**src/page_packed_framebuffer_fill_core_defines.svh**
```systemverilog
// Assertion macros for the page packed frame buffer fill core.
// Included by the top level; expects signals named clk and rst in scope.
`ifndef PAGE_PACKED_FRAMEBUFFER_FILL_CORE_DEFINES_SVH
`define PAGE_PACKED_FRAMEBUFFER_FILL_CORE_DEFINES_SVH

// Consequence must hold in the same cycle as the antecedent.
`define PPFB_ASSERT_SAME(label, ante, cons, msg) \
  label: assert property (@(posedge clk) disable iff (rst) (ante) |-> (cons)) \
    else $error(msg);

// Consequence must hold in the cycle after the antecedent.
`define PPFB_ASSERT_NEXT(label, ante, cons, msg) \
  label: assert property (@(posedge clk) disable iff (rst) (ante) |=> (cons)) \
    else $error(msg);

`endif

```
**src/ppfb_pkg.sv**
```systemverilog
// Package for the page packed frame buffer fill core.
// Holds display geometry, field widths, command codes and control structs.
`default_nettype none

package ppfb_pkg;

  localparam int DISPLAY_WIDTH  = 128;
  localparam int DISPLAY_HEIGHT = 64;
  localparam int PAGE_COUNT     = (DISPLAY_HEIGHT + 7) / 8;
  localparam int STORE_BYTES    = DISPLAY_WIDTH * PAGE_COUNT;
  localparam int ADDR_W         = $clog2(STORE_BYTES);

  localparam int CMD_W   = 2;
  localparam int POS_W   = 8;
  localparam int IDX_W   = 10;
  localparam int DATA_W  = 8;
  localparam int COORD_W = POS_W + 1;
  localparam int PAGE_W  = POS_W - 3;

  localparam logic [CMD_W-1:0] CMD_CLEAR = 2'd0;
  localparam logic [CMD_W-1:0] CMD_PIXEL = 2'd1;
  localparam logic [CMD_W-1:0] CMD_FILL  = 2'd2;
  localparam logic [CMD_W-1:0] CMD_READ  = 2'd3;

  typedef struct packed {
    logic take;
    logic setup;
    logic clr_step;
    logic walk_step;
    logic rd_issue;
    logic res_load;
  } ctl_cmd_t;

  typedef struct packed {
    logic             req_valid;
    logic [CMD_W-1:0] cmd;
    logic             walk_empty;
    logic             walk_last;
    logic             clr_last;
    logic             out_free;
  } dp_stat_t;

endpackage

`default_nettype wire

```
**src/ppfb_ctl.sv**
```systemverilog
// Controller state machine of the frame buffer core.
// Depends on ppfb_pkg; drives the datapath by command struct, reads its status.
`default_nettype none

module ppfb_ctl (
  input  wire logic               clk,
  input  wire logic               rst,
  input  wire ppfb_pkg::dp_stat_t stat,
  output ppfb_pkg::ctl_cmd_t      cmd
);
  import ppfb_pkg::*;

  localparam logic [2:0] S_CLEAR  = 3'd0;
  localparam logic [2:0] S_IDLE   = 3'd1;
  localparam logic [2:0] S_SETUP  = 3'd2;
  localparam logic [2:0] S_WALK   = 3'd3;
  localparam logic [2:0] S_FINISH = 3'd4;

  logic [2:0] state;
  logic [2:0] state_next;
  logic       report;

  always_ff @(posedge clk) begin
    if (rst) begin
      state  <= S_CLEAR;
      report <= 1'b0;
    end else begin
      state <= state_next;
      if (cmd.take && stat.req_valid) begin
        report <= 1'b1;
      end
    end
  end

  always_comb begin
    state_next = state;
    cmd        = '0;
    unique case (state)
      S_CLEAR: begin
        cmd.clr_step = 1'b1;
        if (stat.clr_last) begin
          state_next = report ? S_FINISH : S_IDLE;
        end
      end
      S_IDLE: begin
        cmd.take = 1'b1;
        if (stat.req_valid) begin
          state_next = S_SETUP;
        end
      end
      S_SETUP: begin
        cmd.setup = 1'b1;
        unique case (stat.cmd)
          CMD_CLEAR: state_next = S_CLEAR;
          CMD_READ: begin
            cmd.rd_issue = 1'b1;
            state_next   = S_FINISH;
          end
          default: state_next = stat.walk_empty ? S_FINISH : S_WALK;
        endcase
      end
      S_WALK: begin
        cmd.walk_step = 1'b1;
        if (stat.walk_last) begin
          state_next = S_FINISH;
        end
      end
      S_FINISH: begin
        if (stat.out_free) begin
          cmd.res_load = 1'b1;
          state_next   = S_IDLE;
        end
      end
      default: state_next = S_IDLE;
    endcase
  end

endmodule

`default_nettype wire

```
**config.mk**
```make
export PLATFORM = sky130hd
export DESIGN_NAME = ppfb_ctl
export DESIGN_NICKNAME = d
export VERILOG_FILES = /design/src/page_packed_framebuffer_fill_core_defines.svh /design/src/ppfb_pkg.sv /design/src/ppfb_ctl.sv
export SDC_FILE = /design/constraint.sdc
export NUM_CORES = 1
export LEC_CHECK = 0
export ABC_AREA = 1
export BUFFER_PORTS_ARGS = -buffer_cell sky130_fd_sc_hd__clkbuf_2
export CAP_MARGIN = 20
export CELL_PAD_IN_SITES_DETAIL_PLACEMENT = 1
export CELL_PAD_IN_SITES_GLOBAL_PLACEMENT = 2
export CORE_MARGIN = 3
export CORE_UTILIZATION = 18
export CTS_CLUSTER_SIZE = 16
export DETAILED_ROUTE_END_ITERATION = 10
export GPL_ROUTABILITY_DRIVEN = 1
export PLACE_DENSITY_LB_ADDON = 0.1
export SKIP_CTS_REPAIR_TIMING = 1
export SYNTH_ARGS = -nofsm -noshare
export SYNTH_HDL_FRONTEND = slang
export SYNTH_SLANG_ARGS = --single-unit
```
**constraint.sdc**
```tcl
create_clock -name clk -period 1.29 [get_ports clk]
set_clock_uncertainty 0.15 [all_clocks]
set_input_delay 0.0645 -clock clk [delete_from_list [all_inputs] [get_ports clk]]
set_output_delay 0.0645 -clock clk [all_outputs]
set_load 0.005 [all_outputs]
```
* Word-level counts from Yosys, hierarchy flattened
Index checks and enable logic that the tools add are counted. Widths: inputs -> output; s select.
Cells by class: reductions and logical operators 4, shifts and indexed selects 0, bitwise logic cells 0, add/sub/neg operators 0, mux-type cells 16, multiply operators 0, div/mod/pow operators 0, magnitude comparators 0, eq/ne operators 9
Operator list (number):
- $mux 3 | 6
- $pmux 3 s5 | 1
- $mux 1 | 8
- $ne 2x2->1 const B | 4
- $eq 3x2->1 const B | 2
- $pmux 3 s2 | 1
- $reduce_and 4->1 | 1
- $eq 3x1->1 const B | 1
- $eq 3x3->1 const B | 1
- $logic_not 3->1 | 1
- $eq 2x2->1 const B | 1
- $logic_not 2->1 | 1
- $logic_and 1x1->1 | 1
Word-level totals: bits of input ports 9, latch bits 0, bits in writable memories 0, memories kept 0, logic and storage cells 31, bits in read-only memories 0, output and inout bits 6, bits in registers 4

* Depth between registers and ports, before layout
Gate-level depths: netlist of the first run.
word-level depth 3, depth in mapped cells 9, depth with buffers taken out 9

* Least setup slack after synthesis of the first run
OpenSTA, ideal clock, no wires.
kind reg2reg, from register state[1], to register state[0], library setup time 109 ps, stages on the path, launching flop included 8, arrival 947 ps, path buffers 0, required time 1031 ps, slack 84 ps, clock period less this slack 1206 ps, cell sequence dfxtp_1 -> nor2_1 -> nand3_1 -> nand2_2 -> nor2_4 -> nand3_1 -> nand2_1 -> inv_1
Between the ends: word-level cells in the longest chain between the ends 3, elaborated cells on any way between the ends 11, classes of those cells eq/ne (8); mux (1); reduce/logical (2)
RTL lines:
- from (decl) | line ppfb_ctl.sv:19 | logic [2:0] state;
- from (signal assigned) | line ppfb_ctl.sv:28 | state <= state_next;
- $eq 3x1->1, or another cell as far along | line ppfb_ctl.sv:38 | unique case (state)
- $ne 2x2->1 (no line)
- $reduce_and 4->1 (no line)
Several ways; a longest one is shown, not always the timed one. A chain may end at the register's enable or synchronous reset.

==> results of run 1 <==
-- worst max path at each step --
stage,endpoint,slack (ns),depth (start not counted)
CTS,cmd[1],-0.23,6
finish,cmd[1],-0.11,6
floorplan,state[0],0.08,7
global route,cmd[1],-0.18,6
detailed placement,state[0],-0.02,7
global placement,state[0],-0.04,7
-- per-stage QoR --
| stage | util [%] | instances | worst slack [ns] |
|---|---|---|---|
| 3_5_place_dp | 27.51 | 104 | -0.01688 |
| 5_1_grt | 34.25 | 112 | -0.1757 |
| 2_1_floorplan | - | 60 | 0.08446 |
| 6_report | 34.25 | 112 | -0.1053 |
| 4_1_cts | 28.77 | 107 | -0.2309 |
| 3_3_place_gp | 27.51 | 104 | -0.03824 |
-- cells by family (layout without fill, tap and decap cells) --
kind of cell | Yosys count | after routing | synth area share, %
buffers and inverters | 15 | 42 | 16.01
DFF | 4 | 4 | 22.78
adders and majority gates | 1 | 1 | 3.558
and+or+nand+nor | 38 | 38 | 53.73
AOI/OAI and AO/OA | 2 | 2 | 3.914
-- power by group --
group	switching [µW]	internal, µW	leakage [µW]
Clock	56.5	104	0.0000138
Combinational	386	312	0.000284
Sequential	59.1	178	0.0000346
Total	501	595	0.000333
-- flip-flops by register name, indices dropped and copies added (netlist names) --
name,cells
report,1
state,3
-- critical path, delay by kind of cell (launching register included) --
family	cells	cell delay, ns
DFF	1	0.35
and+or+nand+nor	3	0.24
buffers and inverters	3	0.36
-- metal layers --
layer | vias up | wire (µm) | track usage (%) | share of wire [%]
li1 | 233 | - | - | -
met2 | 6 | 587 | 11.52 | 52
met4 | 0 | 9 | 8.295 | 0.80
met5 | - | 0 | 0 | 0
met3 | 2 | 45 | 1.187 | 4.0
met1 | 192 | 485 | 10.29 | 43
-- final cells by class --
cell class / instances / area (µm²)
inverters: 15 / 56.30
well taps: 25 / 31.28
fillers: 251 / 1172
multi-input cells: 41 / 254.0
flip-flops and latches: 4 / 88.84
repair buffers: 24 / 157.7
clock buffers: 3 / 22.52
-- synthesized netlist by cell type --
library cell	instances	share of area [%]
nand2_1	15	16
inv_2	1	1.1
inv_1	14	15
nand2_2	4	7.1
nor2_1	8	8.5
nor4_1	1	1.8
a21oi_1	1	1.4
nor3_2	1	2.8
nand3_2	1	2.8
nor2_4	1	3.2
a21oi_2	1	2.5
nor2_2	4	7.1
ha_1	1	3.6
dfxtp_1	4	23
nand3_1	3	4.3
==> flow_summary.toml, run 1 <==
[status]
status = "finished, violations left"
violations = "setup timing"

[global_route]
overflow = 0
track_usage_pct = 8.199
grt_max_degree = 7
grt_pass1_wl_um = 1504
antenna_found_initial = 0
grt_pass1_vias = 367

[clock_network]
clockBufferDepth = 2
cts_max_level = 1
worstSkewPairLatency_ns = 0.24
cts-root-buf = "clkbuf_4"
cts_sinks = 4
cts_buffers = 3
cts_tree = "done"
path_clk_slew_ns = 0.04

[sta]
worst_pin_slew_ns = 0.2073
setup-violations-final = 5
max_slew_margin_pct = 86.13
hold_viol_final = 0
setup_slack_ns = -0.1053
final-max-slew-violation-count = 0
fin_crit_sh_pct = 108.2
finalCriticalPeriod_ns = 1.395
fin_setup_tns_ns = -0.2571
clock.fmax_mhz = 716.7
grt_setup_unrepaired = "yes"
hold-worst-slack_ns = 0.1033

[floorplanning]
io_pins = 15
die_h_um = 50.20
dieArea_um2 = 2520
core_area_um2 = 1783
start_util_pct = 19.72
rows = 15
die_x_um = 50.20

[routing]
vias_per_cell = 3.866
drc = 0
detail_route.wl_per_cell_um = 10.07
detail-route-antenna-nets = 0
via_count = 433
routed_wl_um = 1128
drtIter0Drc = 3
firstDrtPassIters = 4

[worst_setup_path]
crit_required_ns = 1.08
crit_chain = "buf_6 > nor2_4 > nand2_2 > buf_6 > nor2_1 > buf_2"
slowest_stage = "dfxtp_4"
timing.rr.end = "state[1]"
path_max_fanout = 4
r2r_cells = 9
path_class = "flip-flop to primary output"
critPathMaxStageDelay_ns = 0.35
worst_path_most_repeated_cell = "buf_6"
setup.worst_path.start = "state[2]"
critPathCaptureType = "primary output"
r2r_slack_ns = -0.03
crit-reg2reg-launch = "state[2]"
crit_path_start_kind = "flip-flop"
critical_path_arrival_ns = 1.18

[layout]
area_growth_syn_to_layout_pct = 73.67
final_area_um2 = 610.6
final_common_cell = "nand2_1"
diodes = 0
layout.nets = 99
final_cell_mix = "15 x nand2_1, 12 x inv_1, 11 x clkbuf_2"
layout-drive-gt1-share_pct = 52.87

[power]
irDropWorstVdd_v = 0.0006200
p_per_area_nw_per_um2 = 1796
leakagePower_uw = 0.0003327
power.total_uw = 1097

[hold_path]
min_delay_path_depth = 7
min_path_type = "input pin to flip-flop"
holdPathEnd = "state[2]"
hp-start = "stat[2]"

[logic_synthesis]
seq_area_frac_synth_pct = 22.78
yosysUniqueCellTypes = 15
synthCells = 60
syn_nets = 70
ys_seq_elements = 4
syn_area_per_cell_um2 = 5.860
synth_warnings = 0
synth_area_um2 = 351.6

[place]
gp_congestion = 0.7346
place.port_buffers = 14
dp_hpwl_um = 825.8
placed_cell_area_um2 = 490.5

[flow_run]
drv_cap = 0
No activity file was read; power rests on OpenSTA's default activity.
==> run 2, diff against run 1 <==
- GPL_TIMING_DRIVEN: default -> 1
- clock period: 1.29 -> 1.2 ns (I/O delays scaled with it)
==> run 2 against run 1 <==
The run still ends with setup timing left. Utilization grew 3.3 points. Via count grew 3.7%. Critical path depth is the same. Sequential power grew 12%. Die area is the same. Sequential share of layout area shrank 1.3 points.
==> flow_summary.toml, run 2 (synthesis results as in run 1) <==
[place]
gp_congestion = 0.7771
dp_hpwl_um = 866.7
dpl.cell_count = 110
place.port_buffers = 14
placed_cell_area_um2 = 536.8

[layout]
utilization_pct = 37.54
final_common_cell = "nand2_1"
nFillCells = 242
layout-drive-gt1-share_pct = 57.45
final_cell_mix = "14 x nand2_1, 13 x buf_4, 12 x inv_1"
diodes = 0
top_register = "state"
largest_reg_flops = 3
final_area_um2 = 669.4
area_growth_syn_to_layout_pct = 90.39
layout.nets = 106
largestRegisters = "state x3, report x1"
final_cells = 119

[power]
irDropWorstVdd_v = 0.0008233
leakagePower_uw = 0.0003709
p_per_area_nw_per_um2 = 1893

[status]
violations = "setup timing"
status = "finished, violations left"

[routing]
via_count = 449
drc = 0
vias_per_cell = 3.773
firstDrtPassIters = 3
detail-route-antenna-nets = 0
drtIter0Drc = 5
routed_wl_um = 1056
detail_route.wl_per_cell_um = 8.874

[global_route]
grt_max_degree = 7
overflow = 0
grt_pass1_wl_um = 1780
track_usage_pct = 9.260
grt_pass1_vias = 447
antenna_found_initial = 0

[worst_setup_path]
path_class = "flip-flop to primary output"
slowest_stage = "dfxtp_4"
path_max_fanout = 6
crit-reg2reg-launch = "state[1]"
crit_path_start_kind = "flip-flop"
critPathCaptureType = "primary output"
r2r_slack_ns = -0.07
critPathMaxStageDelay_ns = 0.38
crit_required_ns = 0.99
r2r_cells = 5
crit_chain = "inv_4 > nor2_4 > nand2_2 > buf_6 > nor2_2 > buf_2"
timing.rr.end = "state[2]"
critical_path_arrival_ns = 1.13

[flow_run]
drv_cap = 0

[sta]
setup-violations-final = 9
max_slew_margin_pct = 88.24
hold_viol_final = 0
setup_slack_ns = -0.1424
final-max-slew-violation-count = 0
finalCriticalPeriod_ns = 1.342
clock.fmax_mhz = 744.9
grt_setup_unrepaired = "yes"
fin_crit_sh_pct = 111.9
worst_pin_slew_ns = 0.1750

[floorplanning]
rows = 15
core_area_um2 = 1783
die_x_um = 50.20
die_h_um = 50.20
dieArea_um2 = 2520
start_util_pct = 19.72
io_pins = 15

[hold_path]
min_delay_path_depth = 7
min_path_type = "input pin to flip-flop"
holdPathEnd = "state[2]"
hp-start = "stat[2]"

[clock_network]
path_clk_slew_ns = 0.04
worstSkewPairLatency_ns = 0.23
clockBufferDepth = 2
cts-root-buf = "clkbuf_4"
cts_buffers = 3
cts_sinks = 4
cts_tree = "done"
cts_max_level = 1
-- run 2: cell count changes in the layout (fill, tap and decap cells not counted), sizes merged --
cell    delta
buf        +8
clkbuf     -1
-- run 2: layer usage --
metal  share of wire, %  track usage (%)
met2                 50            14.57
met1                 47            11.39
met3                3.7            1.187
met5                  0                0
met4                  0            6.912
-- run 2: per-stage QoR --
step / setup TNS, ns / hold WS [ns] / total power [µW] / worst slack (ns)
final: -0.6085 / 0.1209 / 1267 / -0.1424
after global placement: -0.3618 / 0.1289 / 927.0 / -0.1326
after CTS: -1.293 / -0.1185 / 1101 / -0.2749
after detailed placement: -0.3338 / 0.1284 / 923.8 / -0.1188
after global routing: -1.361 / 0.1698 / 1401 / -0.1972
after floorplan: 0 / -0.02756 / 612.8 / 0.0001193
-- run 2: worst max-delay path by stage --
stage / start / to / slack (ns) / depth (start not counted)
global route: state[1] / cmd[1] / -0.20 / 6
detailed placement: state[2] / state[0] / -0.12 / 7
floorplan: state[2] / state[1] / 0.0001 / 7
finish: state[1] / cmd[1] / -0.14 / 6
CTS: state[2] / cmd[5] / -0.27 / 4
global placement: state[2] / state[0] / -0.13 / 7
-- run 2: power by group --
part,switching (µW),internal (µW)
registers,74.1,192
logic,402,435
clock network,52.6,112
total,529,739
-- run 2: layout make-up --
| class | instances | area, µm² | share of cell area [%] |
|---|---|---|---|
| clock buffer | 3 | 22.52 | 3.364 |
| inverter | 15 | 58.81 | 8.785 |
| multi-input combinational | 41 | 251.5 | 37.57 |
| sequential | 4 | 88.84 | 13.27 |
| tap | 25 | 31.28 | 4.673 |
| timing repair buffer | 31 | 216.5 | 32.34 |
-- run 2: critical path, delay by kind of cell, from the launching register on --
| kind | cells | cell delay, ns |
|---|---|---|
| flops | 1 | 0.38 |
| buf+inv | 3 | 0.27 |
| simple gates | 3 | 0.26 |
